==> src/cau_pkg.sv <==
// Shared types, constants and helpers for the complex arithmetic unit.
// No dependencies; every other file imports this package.
package cau_pkg;

   localparam int FRAC_BITS = 8;
   localparam int DW        = 16;                // operand and result part width
   localparam int QW        = DW + 1;            // quotient bits kept (one spare for clip)
   localparam int NW        = 33 + FRAC_BITS;    // |numerator| after the fraction shift
   localparam int DENW      = 32;                // br^2 + bi^2
   localparam int SQW       = 2 * QW;            // radicand padded to whole digit pairs
   localparam int SRW       = QW + 2;            // root remainder
   localparam int WIDE      = 48;

   typedef logic [2:0] op_type;
   localparam op_type OP_ADD = 3'd0;
   localparam op_type OP_SUB = 3'd1;
   localparam op_type OP_MUL = 3'd2;
   localparam op_type OP_DIV = 3'd3;
   localparam op_type OP_MAG = 3'd4;

   typedef logic [1:0] status_type;
   localparam status_type ST_OK   = 2'd0;
   localparam status_type ST_SAT  = 2'd1;
   localparam status_type ST_DIVZ = 2'd2;

   localparam logic signed [DW-1:0] MAX_POS = 16'sh7FFF;
   localparam logic signed [DW-1:0] MAX_NEG = 16'sh8000;

   // One item in flight through the divide / root stages.
   typedef struct packed {
      op_type                 op;
      logic signed [DW-1:0]   dir_re;
      logic signed [DW-1:0]   dir_im;
      logic                   dir_sat;
      logic                   dz;
      logic                   neg_re;
      logic                   neg_im;
      logic                   ovf_re;
      logic                   ovf_im;
      logic [DENW-1:0]        den;
      logic [DENW-1:0]        rem_re;
      logic [DENW-1:0]        rem_im;
      logic [QW-1:0]          low_re;
      logic [QW-1:0]          low_im;
      logic [QW-1:0]          q_re;
      logic [QW-1:0]          q_im;
      logic [SQW-1:0]         sq_val;
      logic [SRW-1:0]         sq_rem;
      logic [QW-1:0]          sq_root;
   } lane_type;

   function automatic logic signed [DW-1:0] clip(input logic signed [WIDE-1:0] v);
      if (v > WIDE'(MAX_POS)) begin
         return MAX_POS;
      end else if (v < WIDE'(MAX_NEG)) begin
         return MAX_NEG;
      end
      return v[DW-1:0];
   endfunction

   function automatic logic clipped(input logic signed [WIDE-1:0] v);
      return (v > WIDE'(MAX_POS)) || (v < WIDE'(MAX_NEG));
   endfunction

endpackage

==> src/cau_step.sv <==
// One pipeline stage: one restoring-divide bit for each part, one square-root digit.
// Depends on cau_pkg.
module cau_step
   import cau_pkg::*;
(
   input  logic     clock,
   input  logic     reset,
   input  lane_type in_lane,
   input  logic     in_valid,
   output logic     in_ready,
   output lane_type out_lane,
   output logic     out_valid,
   input  logic     out_ready
);

   logic     v_ff;
   lane_type lane_ff;
   lane_type lane_in;

   logic [DENW:0]  t_re, t_im;
   logic [SRW+1:0] s_rem, s_try;

   always_comb begin
      lane_in = in_lane;
      // divide, real part
      t_re = {in_lane.rem_re, in_lane.low_re[QW-1]};
      if (t_re >= (DENW+1)'(in_lane.den)) begin
         lane_in.rem_re = DENW'(t_re - (DENW+1)'(in_lane.den));
         lane_in.q_re   = {in_lane.q_re[QW-2:0], 1'b1};
      end else begin
         lane_in.rem_re = t_re[DENW-1:0];
         lane_in.q_re   = {in_lane.q_re[QW-2:0], 1'b0};
      end
      lane_in.low_re = in_lane.low_re << 1;
      // divide, imaginary part
      t_im = {in_lane.rem_im, in_lane.low_im[QW-1]};
      if (t_im >= (DENW+1)'(in_lane.den)) begin
         lane_in.rem_im = DENW'(t_im - (DENW+1)'(in_lane.den));
         lane_in.q_im   = {in_lane.q_im[QW-2:0], 1'b1};
      end else begin
         lane_in.rem_im = t_im[DENW-1:0];
         lane_in.q_im   = {in_lane.q_im[QW-2:0], 1'b0};
      end
      lane_in.low_im = in_lane.low_im << 1;
      // square root, next digit pair from the top
      s_rem = {in_lane.sq_rem, in_lane.sq_val[SQW-1:SQW-2]};
      s_try = (SRW+2)'({in_lane.sq_root, 2'b01});
      if (s_rem >= s_try) begin
         lane_in.sq_rem  = SRW'(s_rem - s_try);
         lane_in.sq_root = {in_lane.sq_root[QW-2:0], 1'b1};
      end else begin
         lane_in.sq_rem  = SRW'(s_rem);
         lane_in.sq_root = {in_lane.sq_root[QW-2:0], 1'b0};
      end
      lane_in.sq_val = in_lane.sq_val << 2;
   end

   assign in_ready = !v_ff || out_ready;

   always_ff @(posedge clock) begin
      if (reset) begin
         v_ff <= 1'b0;
      end else if (in_ready) begin
         v_ff <= in_valid;
      end
      if (in_valid && in_ready) begin
         lane_ff <= lane_in;
      end
   end

   assign out_lane  = lane_ff;
   assign out_valid = v_ff;

endmodule

==> config.mk <==
export PLATFORM = sky130hd
export DESIGN_NAME = cau_step
export DESIGN_NICKNAME = d
export VERILOG_FILES = /design/src/cau_pkg.sv /design/src/cau_step.sv
export SDC_FILE = /design/constraint.sdc
export NUM_CORES = 1
export LEC_CHECK = 0
export ABC_AREA = 1
export BUFFER_PORTS_ARGS = -buffer_cell sky130_fd_sc_hd__clkbuf_2
export CORE_AREA = 2 2 214 216
export DETAILED_ROUTE_END_ITERATION = 8
export DIE_AREA = 0 0 216 218
export HOLD_SLACK_MARGIN = 0.1
export SYNTH_ARGS = -nofsm -noshare
export SYNTH_HDL_FRONTEND = slang
export SYNTH_SLANG_ARGS = --single-unit
==> constraint.sdc <==
create_clock -name clock -period 20.4 [get_ports clock]
set_input_delay 1.02 -clock clock [delete_from_list [all_inputs] [get_ports clock]]
set_output_delay 1.02 -clock clock [all_outputs]
set_load 0.005 [all_outputs]
Word level (Yosys, flattened, before mapping)
Index checks and enable logic that the tools add are counted.
{"block": "word_totals", "register_bits": 272, "latchBits": 0, "ramBits": 0, "rom_bits": 0, "wordCells": 34, "memories": 0}
{"block": "op_classes", "add_sub_neg": 3, "mul": 0, "div": 0, "magnitude_cmp": 3, "n_eq_ne": 0, "n_shift": 0, "muxes": 5, "bitwise": 0, "reduce_logical": 3}
{"cell": "$ge 33x32->1", "count": 2}
{"cell": "$mux 32", "count": 2}
{"cell": "$sub 32x32->32", "count": 2}
{"cell": "$mux 36", "count": 1}
{"cell": "$ge 21x19->1", "count": 1}
{"cell": "$sub 19x19->19", "count": 1}
{"cell": "$mux 1", "count": 2}
{"cell": "$logic_and 1x1->1", "count": 1}
{"cell": "$logic_not 1->1", "count": 1}
{"cell": "$logic_or 1x1->1", "count": 1}

Depth between registers and ports, before layout
{"block": "logic_depth", "depth_word": 3, "depth_mapped": 16, "mapped_depth_nobuf": 15}

Least setup slack after synthesis
Ideal clock, no wire load.
{"block": "synth_timing", "path_type": "input to register", "start": "input port in_valid", "end": "register lane_ff, in the netlist out_lane[0], enable pin", "t_arrival_ps": 14054, "path_slack_ps": 5354, "stages": 2, "path_buffers": 0, "path_cell_list": "inv_1 a21oi_1"}
{"block": "synth_between", "elab_chain_cells": 1}
{"item": "from (decl)", "line": "cau_step.sv:9", "text": "input logic in_valid,"}
{"item": "$logic_and 1x1->1", "line": "cau_step.sv:66", "text": "if (in_valid && in_ready) begin"}
{"item": "to (signal assigned)", "line": "cau_step.sv:67", "text": "lane_ff <= lane_in;"}
{"item": "to (decl)", "line": "cau_step.sv:17", "text": "lane_type lane_ff;"}
No other way between the ends.
A chain may end at the register's enable or synchronous reset.

==> metrics.md <==
| Metric | Value |
|---|---|
| Slew at the pin closest to its max-slew limit | `1.03 ns` |
| Maximum clock frequency | `roughly 280 MHz` |
| RD Place Congestion | `0.954` |
| Worst reg2reg path startpoint | `out_valid` |
| Average via count per standard cell | `~4.7` |
| Via count of the first global-routing pass | `14059` |
| Shortest period the worst path allows | `3.60 ns` |
| Wire length per cell after detailed routing | `between 15 and 20 um` |
| Final Hold Vio Count | `0` |
| Slowest Stage Delay on Critical Path | `0.68 ns` |
| Full die area | `47100 um2` |
| Die X-Extent | `about 220 um` |
| Sequential-to-total area share from yosys stat | `0.516` |
| Most instantiated flip-flop cell in the synthesis netlist | `edfxtp_1` |
| Slew headroom | `0.316` |
| Cell at the slowest stage of the critical path | `nor2_4` |
| Startpoint of the worst hold path | `out_valid` |
| Clock buffers created by TritonCTS | `34` |
| Share of the cycle needed by the critical path after routing | `0.176` |
| Post-route core utilization | `0.452` |
| Number of enable flip-flop cells after synthesis | `271` |
| Register bit count reported by yosys | `272` |
| Delay-heaviest family, CP | `simple AND/OR/NAND/NOR gates` |
| Quantity of gates resized following cts | `0` |
| NumNets Final | `2769` |
| Final Slew Violations | `0` |
| Endpoint of the worst setup timing path | `out_lane[169]` |
| CTS Sinks | `272` |
| Power Dens Cells | `81.1 nW/um2` |
| CP Launch Type | `input port` |
| Highest ir drop seen on vdd | `0.0581 mV` |
| Gate count after technology mapping | `1839` |
| Total congestion overflow | `0` |
| Required time of the worst setup path | `~21 ns` |
| Cts-stage hold buffer count | `0` |
| Area grow syn2layout | `28.5%` |
| H-tree levels | `2` |
| Number of antenna violations at the first check in global routing | `8` |
| R2R cell count | `3` |
| Core ar. | `between 40000 and 50000 um2` |
| Number of max-cap violations | `0` |
| Worst path arrival time | `3.85 ns` |
| Num rows | `78` |
| CTS tree | `yes` |
| Final setup viols | `0` |
| Iteration-0 DRC Markers | `884` |
| Total track usage | `0.246` |
| Post-synth design cell area | `15800 um2` |
| Via Count | `between 10000 and 15000` |
| Worst clock skew | `0.00879 ns` |
| Global-route wire length before repair | `~86000 um` |
| R2R setup slack | `17.84 ns` |
| Maximum fanout along the worst path | `35` |
| Count of buffers added by post-CTS timing repair for setup | `0` |
| Min-delay worst type | `reg2reg` |
| Routed Wire Length | `59400 um` |
| Launch point of the critical path | `in_lane[222]` |
| Final-layout setup total negative slack | `0 ns` |
| Most common cell after layout, fill and taps aside | `nand2_1` |
| Buffer depth of the longest clock path | `3` |
| Worst Path Buf+Inv | `3` |
| Result of the run | `complete, no violations` |
| Kind of end point of the critical path | `flop` |
| Commonest non-fill, non-tap cells in the layout | `nand2_1, clkbuf_2, inv_1` |
| Overall die height | `218 um` |
| Capture instance of the worst register-to-register path | `out_lane[30]` |
| Residual antenna-violating net count after detailed routing | `0` |
| Starting Density | `0.352` |
| Setup repair after global routing missed its margin | `no` |
| Fraction of final layout cells sized beyond drive strength 1 | `0.274` |
| Clock edge transition at the registers on the reported setup and hold paths | `0.06 ns` |
| Detail Placement HPWL | `49200 um` |
| CTS root buf | `clkbuf_16` |
| Largest net degree at the start of global routing | `76` |
| Post-route non-filler standard cell count | `about 3000` |
| Placed cells | `a little under 3000` |
| Leakage power of the design | `0.0106 uW` |
| Post-Syn Area per Cell | `8.59 um2` |
| Io pins | `approximately 560` |
| Port buffer count | `549` |
| Number of logic stages on the critical path including buffering | `15` |
| Cells traversed along the worst timing path | `clkbuf_2 -> inv_1 -> ha_1 -> nand2_1 -> inv_1 -> nand2_1 -> nand2_1 -> nand2_1 -> nand2_1 -> nand2_1 -> nand2_1 -> nor2_4 -> nand2_4 -> nand3_1 -> nand2_1` |
| Post-route DRC violation count | `0` |
| Async set-reset flop share out of synthesis | `0` |
| Critical setup path kind | `in2reg` |
| Netlist cell types | `41` |
| Yosys Warn Count | `0` |
| Insertion delay to the later sink of the worst-skew pair | `0.53 ns` |
| Most numerous cell on the critical path | `nand2_1` |
| Drt pass-1 iters | `7` |
==> metal layers <==
layer | vias up | track usage | wire length [um]
li1 | 7007 | - | -
met1 | 6544 | 0.292 | 24100
met2 | 466 | 0.442 | 29500
met3 | 83 | 0.0604 | 4120
met4 | 12 | 0.0680 | 1560
met5 | - | 0 | 80
==> sequential cells by signal (all words and copies together), names as in the netlist <==
register and cells:
out_valid 1, out_lane 271
==> cell type report <==
class / count / area, um2
Clock buffer: 38 / 887
Timing Repair Buffer: 553 / 2780
Inverter: 328 / 1230
Fill cell: 4501 / 24600
Tap cell: 600 / 751
Sequential cell: 272 / 8160
Multi-Input combinational cell: 1216 / 6230
Clock inverter: 23 / 249
Antenna cell: 3 / 7.51
==> report_power, final <==
group          switching [uW]  internal [uW]  total [uW]
clock network             243            378         621
registers                12.6            674         686
logic                     218            122         340
total                     473           1170        1650
==> worst reg2reg max path, delay by kind of cell (launching register included) <==
kind / cells / cell delay [ns]
flops: 1 / 0.35
buf+inv: 2 / 1.62
compound gates: 1 / 0.16
==> worst min-delay path by stage <==
stage,to,cells past startpoint
6_report,out_valid,2
3_3_place_gp,out_valid,2
4_1_cts,out_valid,2
2_1_floorplan,out_valid,2
5_1_grt,out_valid,2
3_5_place_dp,out_valid,2
==> cells in the mapped netlist, types with 2 or more instances <==
cell	n	area [um2]
o21ai_2	6	52.6
o21ai_0	7	35.0
edfxtp_1	271	8140
nand4_1	9	56.3
inv_1	322	1210
o21ai_1	3	15.0
nor2_1	100	375
nand3b_1	14	105
xor2_1	33	289
buf_4	8	60.1
a21oi_2	2	17.5
nor2_2	10	62.6
nand2_2	10	62.6
nor3_2	2	20.0
nand2_4	5	56.3
a21oi_1	52	260
fa_1	2	40.0
nand3_1	126	631
o21bai_1	6	45.0
buf_6	7	78.8
xnor2_1	9	78.8
nand3_2	16	160
nand2_1	678	2540
or2_2	2	12.5
ha_1	83	1040
nor3_1	18	90.1
inv_2	5	18.8
a21o_1	2	15.0
and2_1	10	62.6
buf_2	10	50.1
==> stage by stage <==
step,power [uW],hold WS (ns),setup WS [ns],cell area [um2]
2_1_floorplan,906,0.507,5.35,15800
3_3_place_gp,1040,0.527,16.27,19100
3_5_place_dp,1040,0.528,16.27,19100
4_1_cts,1670,0.538,16.85,20300
5_1_grt,1720,0.585,16.65,20300
6_report,1650,0.535,16.80,20300
==> cells by family after synthesis <==
family	share of synthesized area
adder cells (fa/ha/maj)	0.0683
AND/OR/NAND/NOR	0.271
flip-flops	0.516
buffers and inverters	0.0910
other	0.000237
AO/OA/AOI/OAI	0.0293
XOR/XNOR	0.0233
Note: power is estimated with default switching activity, not from simulation.
