## config.mk

```make
export PLATFORM = sky130hd
export DESIGN_NAME = cau_back_flat
export DESIGN_NICKNAME = d
export VERILOG_FILES = /design/src/cau_pkg.sv /design/src/cau_if.sv /design/src/cau_back.sv /design/src/flat_wrapper.sv
export SDC_FILE = /design/constraint.sdc
export NUM_CORES = 1
export LEC_CHECK = 0
export BUFFER_PORTS_ARGS = -buffer_cell sky130_fd_sc_hd__buf_2
export CAP_MARGIN = 0
export CELL_PAD_IN_SITES_DETAIL_PLACEMENT = 1
export CELL_PAD_IN_SITES_GLOBAL_PLACEMENT = 1
export CORE_AREA = 3 3 121 123
export DETAILED_ROUTE_END_ITERATION = 8
export DIE_AREA = 0 0 124 126
export PLACE_DENSITY = 0.76
export SLEW_MARGIN = 20
export SYNTH_ARGS = -nofsm -noshare
export SYNTH_HDL_FRONTEND = slang
export SYNTH_SLANG_ARGS = --single-unit
```

## constraint.sdc

```tcl
create_clock -name clock -period 2.7 [get_ports clock]
set_input_delay 0.135 -clock clock [delete_from_list [all_inputs] [get_ports clock]]
set_output_delay 0.135 -clock clock [all_outputs]
set_load 0.02 [all_outputs]
```

## src/cau_pkg.sv

```systemverilog
// Shared types, constants and helpers for the complex arithmetic unit.
// No dependencies; every other file imports this package.
package cau_pkg;

   localparam int FRAC_BITS = 8;
   localparam int DW        = 16;                // operand and result part width
   localparam int QW        = DW + 1;            // quotient bits kept (one spare for clip)
   localparam int NW        = 33 + FRAC_BITS;    // |numerator| after the fraction shift
   localparam int DENW      = 32;                // br^2 + bi^2
   localparam int SQW       = 2 * QW;            // radicand padded to whole digit pairs
   localparam int SRW       = QW + 2;            // root remainder
   localparam int WIDE      = 48;

   typedef logic [2:0] op_type;
   localparam op_type OP_ADD = 3'd0;
   localparam op_type OP_SUB = 3'd1;
   localparam op_type OP_MUL = 3'd2;
   localparam op_type OP_DIV = 3'd3;
   localparam op_type OP_MAG = 3'd4;

   typedef logic [1:0] status_type;
   localparam status_type ST_OK   = 2'd0;
   localparam status_type ST_SAT  = 2'd1;
   localparam status_type ST_DIVZ = 2'd2;

   localparam logic signed [DW-1:0] MAX_POS = 16'sh7FFF;
   localparam logic signed [DW-1:0] MAX_NEG = 16'sh8000;

   // One item in flight through the divide / root stages.
   typedef struct packed {
      op_type                 op;
      logic signed [DW-1:0]   dir_re;
      logic signed [DW-1:0]   dir_im;
      logic                   dir_sat;
      logic                   dz;
      logic                   neg_re;
      logic                   neg_im;
      logic                   ovf_re;
      logic                   ovf_im;
      logic [DENW-1:0]        den;
      logic [DENW-1:0]        rem_re;
      logic [DENW-1:0]        rem_im;
      logic [QW-1:0]          low_re;
      logic [QW-1:0]          low_im;
      logic [QW-1:0]          q_re;
      logic [QW-1:0]          q_im;
      logic [SQW-1:0]         sq_val;
      logic [SRW-1:0]         sq_rem;
      logic [QW-1:0]          sq_root;
   } lane_type;

   function automatic logic signed [DW-1:0] clip(input logic signed [WIDE-1:0] v);
      if (v > WIDE'(MAX_POS)) begin
         return MAX_POS;
      end else if (v < WIDE'(MAX_NEG)) begin
         return MAX_NEG;
      end
      return v[DW-1:0];
   endfunction

   function automatic logic clipped(input logic signed [WIDE-1:0] v);
      return (v > WIDE'(MAX_POS)) || (v < WIDE'(MAX_NEG));
   endfunction

endpackage

```

## src/cau_if.sv

```systemverilog


interface cau_rsp_if;
   import cau_pkg::*;
   logic                 valid;
   logic                 ready;
   logic signed [DW-1:0] res_real;
   logic signed [DW-1:0] res_imag;
   status_type           status;
   modport source (output valid, res_real, res_imag, status, input ready);
   modport sink   (input valid, res_real, res_imag, status, output ready);
endinterface

```

## src/cau_back.sv

```systemverilog
// Output stage: signs and clips the quotients and root, picks the result, holds the beat.
// Depends on cau_pkg and cau_if.
module cau_back
   import cau_pkg::*;
(
   input  logic      clock,
   input  logic      reset,
   input  lane_type  in_lane,
   input  logic      in_valid,
   output logic      in_ready,
   cau_rsp_if.source rsp_chan
);

   logic                 v_ff;
   logic signed [DW-1:0] re_ff, im_ff;
   status_type           st_ff;

   logic signed [DW-1:0] re_in, im_in, qre, qim;
   logic                 sat_re, sat_im, sat;
   status_type           st_in;

   always_comb begin
      if (in_lane.neg_re) begin
         sat_re = in_lane.ovf_re || (in_lane.q_re > QW'(32768));
         qre    = sat_re ? MAX_NEG : DW'(-in_lane.q_re);
      end else begin
         sat_re = in_lane.ovf_re || (in_lane.q_re > QW'(32767));
         qre    = sat_re ? MAX_POS : DW'(in_lane.q_re);
      end
      if (in_lane.neg_im) begin
         sat_im = in_lane.ovf_im || (in_lane.q_im > QW'(32768));
         qim    = sat_im ? MAX_NEG : DW'(-in_lane.q_im);
      end else begin
         sat_im = in_lane.ovf_im || (in_lane.q_im > QW'(32767));
         qim    = sat_im ? MAX_POS : DW'(in_lane.q_im);
      end
      re_in = in_lane.dir_re;
      im_in = in_lane.dir_im;
      sat   = in_lane.dir_sat;
      st_in = ST_OK;
      case (in_lane.op)
         OP_DIV: begin
            re_in = in_lane.dz ? '0 : qre;
            im_in = in_lane.dz ? '0 : qim;
            sat   = !in_lane.dz && (sat_re || sat_im);
         end
         OP_MAG: begin
            sat   = in_lane.sq_root > QW'(32767);
            re_in = sat ? MAX_POS : DW'(in_lane.sq_root);
            im_in = '0;
         end
         default: begin
         end
      endcase
      if (in_lane.op == OP_DIV && in_lane.dz) begin
         st_in = ST_DIVZ;
      end else if (sat) begin
         st_in = ST_SAT;
      end
   end

   assign in_ready = !v_ff || rsp_chan.ready;

   always_ff @(posedge clock) begin
      if (reset) begin
         v_ff <= 1'b0;
      end else if (in_ready) begin
         v_ff <= in_valid;
      end
      if (in_valid && in_ready) begin
         re_ff <= re_in;
         im_ff <= im_in;
         st_ff <= st_in;
      end
   end

   assign rsp_chan.valid    = v_ff;
   assign rsp_chan.res_real = re_ff;
   assign rsp_chan.res_imag = im_ff;
   assign rsp_chan.status   = st_ff;

endmodule

```

## src/flat_wrapper.sv

```systemverilog
// flat-port wrapper written by rule: the top's interface ports become plain ports
module cau_back_flat import cau_pkg::*;
  (clock, reset, in_lane, in_valid, in_ready, rsp_chan_valid, rsp_chan_res_real, rsp_chan_res_imag, rsp_chan_status, rsp_chan_ready);
  cau_rsp_if rsp_chan_i ();
  input  logic clock;
  input  logic reset;
  input  lane_type in_lane;
  input  logic in_valid;
  output logic in_ready;
  output wire logic [$bits(rsp_chan_i.valid)-1:0] rsp_chan_valid;
  output wire logic [$bits(rsp_chan_i.res_real)-1:0] rsp_chan_res_real;
  output wire logic [$bits(rsp_chan_i.res_imag)-1:0] rsp_chan_res_imag;
  output wire logic [$bits(rsp_chan_i.status)-1:0] rsp_chan_status;
  input wire logic [$bits(rsp_chan_i.ready)-1:0] rsp_chan_ready;
  assign rsp_chan_valid = rsp_chan_i.valid;
  assign rsp_chan_res_real = rsp_chan_i.res_real;
  assign rsp_chan_res_imag = rsp_chan_i.res_imag;
  assign rsp_chan_status = rsp_chan_i.status;
  assign rsp_chan_i.ready = rsp_chan_ready;
  cau_back u_core (.clock(clock), .reset(reset), .in_lane(in_lane), .in_valid(in_valid), .in_ready(in_ready), .rsp_chan(rsp_chan_i));
endmodule
```

---- Word level (Yosys, flattened, before mapping) ----
Index checks and enable logic that the tools add are counted.
storage, ports and cells
  register bits ........................... 35
  output and inout bits ................... 36
  bits of input ports ..................... 279
  logic and storage cells ................. 39
operators by class
  add/subtract/negate cells ............... 2
  reductions and logical operators ........ 11
  equal/unequal tests ..................... 2
  $lt $le $gt $ge ......................... 5
  muxes and demuxes ....................... 15
operator list
  operator                                                                 number
  16-bit two-way mux                                                       9
  16-bit case mux with 2 select lines                                      2
  17-bit by 15-bit > comparator with 1-bit output (second input constant)  3
  17-bit by 16-bit > comparator with 1-bit output (second input constant)  2
  16-bit negator                                                           2
  1-bit logical OR                                                         6
  3-bit by 2-bit == test with 1-bit output (second input constant)         1
  3-bit == test (second input constant)                                    1
  1-bit logical AND                                                        3
  1-bit two-way mux                                                        3
  1-bit logical NOT                                                        2
  1-bit case mux with 2 select lines                                       1

---- Depth between registers and ports, before layout ----
  word-level depth ........................ 7
  mapped depth ............................ 8

---- Worst setup path before layout ----
No wires, ideal clock.
  path kind ............................... reg2reg
  start ................................... register u_core.v_ff, in the netlist u_core.rsp_chan.valid
  end ..................................... register u_core.im_ff[0], in the netlist u_core.rsp_chan.res_imag[0], enable pin
  setup time .............................. 0.394 ns
  data required time ...................... 2.306 ns
  arrival time ............................ 1.492 ns
  path slack .............................. 0.813 ns
  buffers on the path ..................... 0
  cell stages (with the launch flop) ...... 3
  period minus slack after synthesis ...... 1.887 ns
  path through ............................ dfxtp_1 -> nand2b_1 -> and2_1
on the way
  cells in the longest elaborated chain, start to end .. 3
ends and longest elaborated chain
  element                 line               RTL
  from (decl)             cau_back.sv:14     logic v_ff;
  from (signal assigned)  cau_back.sv:68     v_ff <= in_valid;
  1-bit logical NOT       cau_back.sv:62     assign in_ready = !v_ff || rsp_chan.ready;
  1-bit logical OR        cau_back.sv:62
  net in_ready            flat_wrapper.sv:9  output logic in_ready;
  1-bit logical AND       cau_back.sv:70     if (in_valid && in_ready) begin
  to (signal assigned)    cau_back.sv:72     im_ff <= im_in;
  to (decl)               cau_back.sv:15     logic signed [DW-1:0] re_ff, im_ff;
The timed path passes the listed nets, and every way through them passes these cells.
A chain may end at the register's enable or synchronous reset.

---- Worst setup path after layout ----
  start ................................... input in_lane[87] (netlist name)
  end ..................................... register u_core.re_ff[5], in the netlist u_core.rsp_chan.res_real[5] (data pin)
on the way
  cells in the longest elaborated chain, start to end .. 6
ends and longest elaborated chain
  element                                                                                                             line                            RTL
  from (decl)                                                                                                         flat_wrapper.sv:7               input lane_type in_lane;
  17-bit by 15-bit > comparator with 1-bit output or 17-bit by 16-bit > comparator with 1-bit output (tied branches)  cau_back.sv:27, cau_back.sv:24
  1-bit logical OR (on tied branches)                                                                                 cau_back.sv:27, cau_back.sv:24
  16-bit two-way mux (on tied branches)                                                                               cau_back.sv:28, cau_back.sv:25
  16-bit two-way mux (*)                                                                                              cau_back.sv:23                  if (in_lane.neg_re) begin
  16-bit two-way mux (*)                                                                                              cau_back.sv:43                  re_in = in_lane.dz ? '0 : qre;
  16-bit case mux with 2 select lines (*)                                                                             cau_back.sv:41                  case (in_lane.op)
  net u_core.re_in[5]                                                                                                 cau_back.sv:18                  logic signed [DW-1:0] re_in, im_in, qre, qim;
  to (signal assigned)                                                                                                cau_back.sv:71                  re_ff <= re_in;
  to (decl)                                                                                                           cau_back.sv:15
The timed path passes the listed nets; every way through them passes the cells marked *.

==> results summary <==
The flow ran to the end, and the final reports show no timing, DRC or antenna violations. The static leakage is 1.52 nW. After detailed routing, the average wire length per cell comes to 19.2 um. The total of cells resized after clock tree synthesis came out at 0. The post-route worst hold slack is 0.0101 ns. The number of flops mapped to enable cells by yosys came out at 34. In this run the tool buffered the top-level ports with 131 buffer cells. After clock tree synthesis, the flow added hold-fix buffers numbering 0. The number of library cell types mapped by synthesis came out at 55. The H-tree depth is 2. In this run the horizontal extent of the chip is 124 um.

The end-of-flow core utilization came out at 27.3%. The final instance area is 3750 um^2. The area of the mapped netlist is 2750 um^2. The initial antenna violation count is 1. The placed instance area is 3560 um^2. The worst IR drop on VDD came out at 0.213 mV. The residual DRC count is 0.

Subtracting the final worst setup slack from the clock period gives 2.04 ns. In the layout the commonest cells are 131 x sky130_fd_sc_hd__buf_2, 43 x sky130_fd_sc_hd__nand2_1, 39 x sky130_fd_sc_hd__o21ai_0. Traced cell by cell, the critical path runs through buf_2 -> inv_1 -> ha_1 -> or4b_1 -> nor4_4 -> o21ai_2 -> a31o_1 -> o21ai_1. The number of CTS-inserted buffers is 5. Static timing analysis puts the maximum clock frequency at 490 MHz. Setup repair after global routing left no endpoint under its margin. Setup slack on the worst reg-to-reg path comes out at 1.14 ns. The CTS clock-pin slew for the worst setup and hold paths is 0.06 ns. The mean number of vias per cell is 4.84. Summed over all failing endpoints, the final setup total negative slack is 0 ns. The total power density per cell area is 495 nW/um^2.

The number of warnings printed during yosys synthesis came out at 0. The TritonCTS clock tree is done. The post-CTS setup buffer count is 0. The total via count after detailed routing is 3041.

The number of antenna diodes came out at 0. The delay of the slowest cell on the worst path is 0.56 ns. The data required time at the worst endpoint is 2.81 ns. The sequential fraction of the synthesis area came out at 37.8%. In the final layout, the share of cells above drive strength 1 is 34.8%. The total number of nets in the final design is 730.

The clock skew is 0.00584 ns. The CTS sink count is 35. The max-slew violation count came out at 0. Data on the critical path arrives at its endpoint at 2.15 ns. The layout overhead on the synthesized area came out at 36.3%.

The initial detailed-routing violation count came out at 156. The residual antenna-violating net count after detailed routing came out at 0. The die span in y came out at 126 um.

The instance count of the mapped netlist came out at 327. The core area is 13800 um^2. The share of flip-flops with an asynchronous set or reset came out at 0%. The clock reaches the later pin of the worst-skew pair after 0.28 ns. The area of the die came out at 15600 um^2. The number of storage elements in the synthesis netlist is 35. No sink is reached through more buffers than the 2 on the longest clock path. The largest net degree at the start of global routing came out at 35. The most frequently used flop master after synthesis is sky130_fd_sc_hd__edfxtp_1. The number of hold violations in the final report is 0.

The via count of the first global-routing pass was 3098. The post-route clock period utilization came out at 75.6%. The first global-routing pass estimated 18.0 mm of wire. In this run the mean area of a mapped cell was 8.42 um^2. The class of the most critical setup path is in2reg. The slew of the pin with the lowest slew margin is 0.891 ns.

The number of I/O pins came out at 315. The total routing usage reported by global routing is 15.2%. The final count of negative-setup-slack endpoints is 0. The number of maximum-capacitance constraint violations came out at 0. The worst setup path is launched from a primary input. The type of the worst min-delay path is in2reg. The number of rows created at floorplan came out at 43.

The largest individual stage delay along the critical path comes from the cell sky130_fd_sc_hd__or4b_1. Along the worst path, the maximum fanout reaches 15. The wire length after detailed routing came out at 12.1 mm.

Leaving out fill and tap cells, the most frequent cell in the layout is sky130_fd_sc_hd__buf_2. Summed over all layers, the global routing overflow is 0. The type of destination of the critical path is a flip-flop.

The half-perimeter wire length after detailed placement came out at 9.64 mm. The initial standard-cell utilization of the core came out at 20.0%. The root buffer cell chosen for the clock tree is sky130_fd_sc_hd__clkbuf_16.

The first detailed-routing pass took 4 iterations. The worst slew margin relative to its limit came out at 40.6%. When the netlist entered floorplanning its net count stood at 610. The congestion estimate from routability-driven global placement came to 0.849.
[layout make-up]
type	count	area, um^2
Tap cell	180	225
Sequential cell	35	1040
Clock buffer	5	125
Fill cell	1699	10000
Timing Repair Buffer	134	678
Clock inverter	3	67.6
Multi-Input combinational cell	263	1590
Inverter	8	30.0
[stage by stage]
step	cells	setup WS [ns]	power, mW
after floorplan	327	0.813	0.894
after global placement	620	0.458	1.08
after detailed placement	620	0.397	1.09
after CTS	628	0.666	1.88
after global routing	628	0.510	1.95
final	628	0.660	1.86
[path summary, 6_finish.rpt]
kind                                            from                                endpoint  cells past startpoint
setup / recovery                         in_lane[87]   u_core.rsp_chan.res_real[5]$_DFFE_PP_                      8
hold / removal                                 reset      u_core.rsp_chan.valid$_SDFFE_PP0N_                      2
setup reg to reg  u_core.rsp_chan.valid$_SDFFE_PP0N_  u_core.rsp_chan.res_real[10]$_DFFE_PP_                      2
hold reg to reg   u_core.rsp_chan.valid$_SDFFE_PP0N_      u_core.rsp_chan.valid$_SDFFE_PP0N_                      2
[flip-flops by register name, indices dropped and copies added (netlist names)]
signal / flops
u_core.rsp_chan.res_imag: 16
u_core.rsp_chan.status: 2
u_core.rsp_chan.valid: 1
u_core.rsp_chan.res_real: 16
[synth_stat cells, drive strengths merged (2+ instances only)]
cell    count  area (um^2)
o21ai      51          259
nand2      43          161
edfxtp     34         1020
nor2       32          120
clkbuf     15         56.3
a21oi      14         70.1
xor2       11         96.3
o31ai      10         80.1
or4        10         86.3
nand3       9         45.0
a22o        8         70.1
nor3        8         40.0
inv         7         26.3
nand4       7         43.8
o22ai       7         43.8
buf         6         41.3
ha          4         50.1
nand2b      4         25.0
nor4        4         55.1
or3         4         25.0
a32o        3         31.3
nand3b      3         22.5
nand4b      3         26.3
xnor2       3         26.3
a21o        2         15.0
a22oi       2         15.0
a31oi       2         12.5
and2        2         15.0
nor3b       2         15.0
o41ai       2         25.0
[worst max-delay path: cells and delay by family]
| kind | cells | cell delay (ns) |
|---|---|---|
| compound gates | 3 | 0.73 |
| fa+ha+maj | 1 | 0.24 |
| buf+inv | 2 | 0.21 |
| simple gates | 2 | 0.82 |
[routing by layer]
| metal | up-vias | share of wire, % | GRT usage [%] |
|---|---|---|---|
| met4 | 2 | 0.83 | 2.51 |
| met5 | - | 0.099 | 0 |
| met3 | 10 | 10 | 6.20 |
| li1 | 1479 | - | - |
| met2 | 116 | 40 | 21.0 |
| met1 | 1434 | 49 | 22.4 |
[power breakdown]
group | leakage, nW | switching [mW] | total (mW) | internal [mW]
Clock | 0.0900 | 0.244 | 0.774 | 0.530
Sequential | 0.338 | 0.0119 | 0.660 | 0.648
Combinational | 1.09 | 0.269 | 0.423 | 0.154
[kinds of logic after synthesis]
| family | after synthesis | share of synthesized area, % |
|---|---|---|
| buffers and inverters | 29 | 4.63 |
| and+or+nand+nor | 137 | 26.4 |
| adders and majority gates | 4 | 1.82 |
| AOI/OAI and AO/OA | 108 | 24.9 |
| xor gates and xnor gates | 14 | 4.45 |
| DFF | 35 | 37.8 |
No activity file was read; power rests on OpenSTA's default activity.
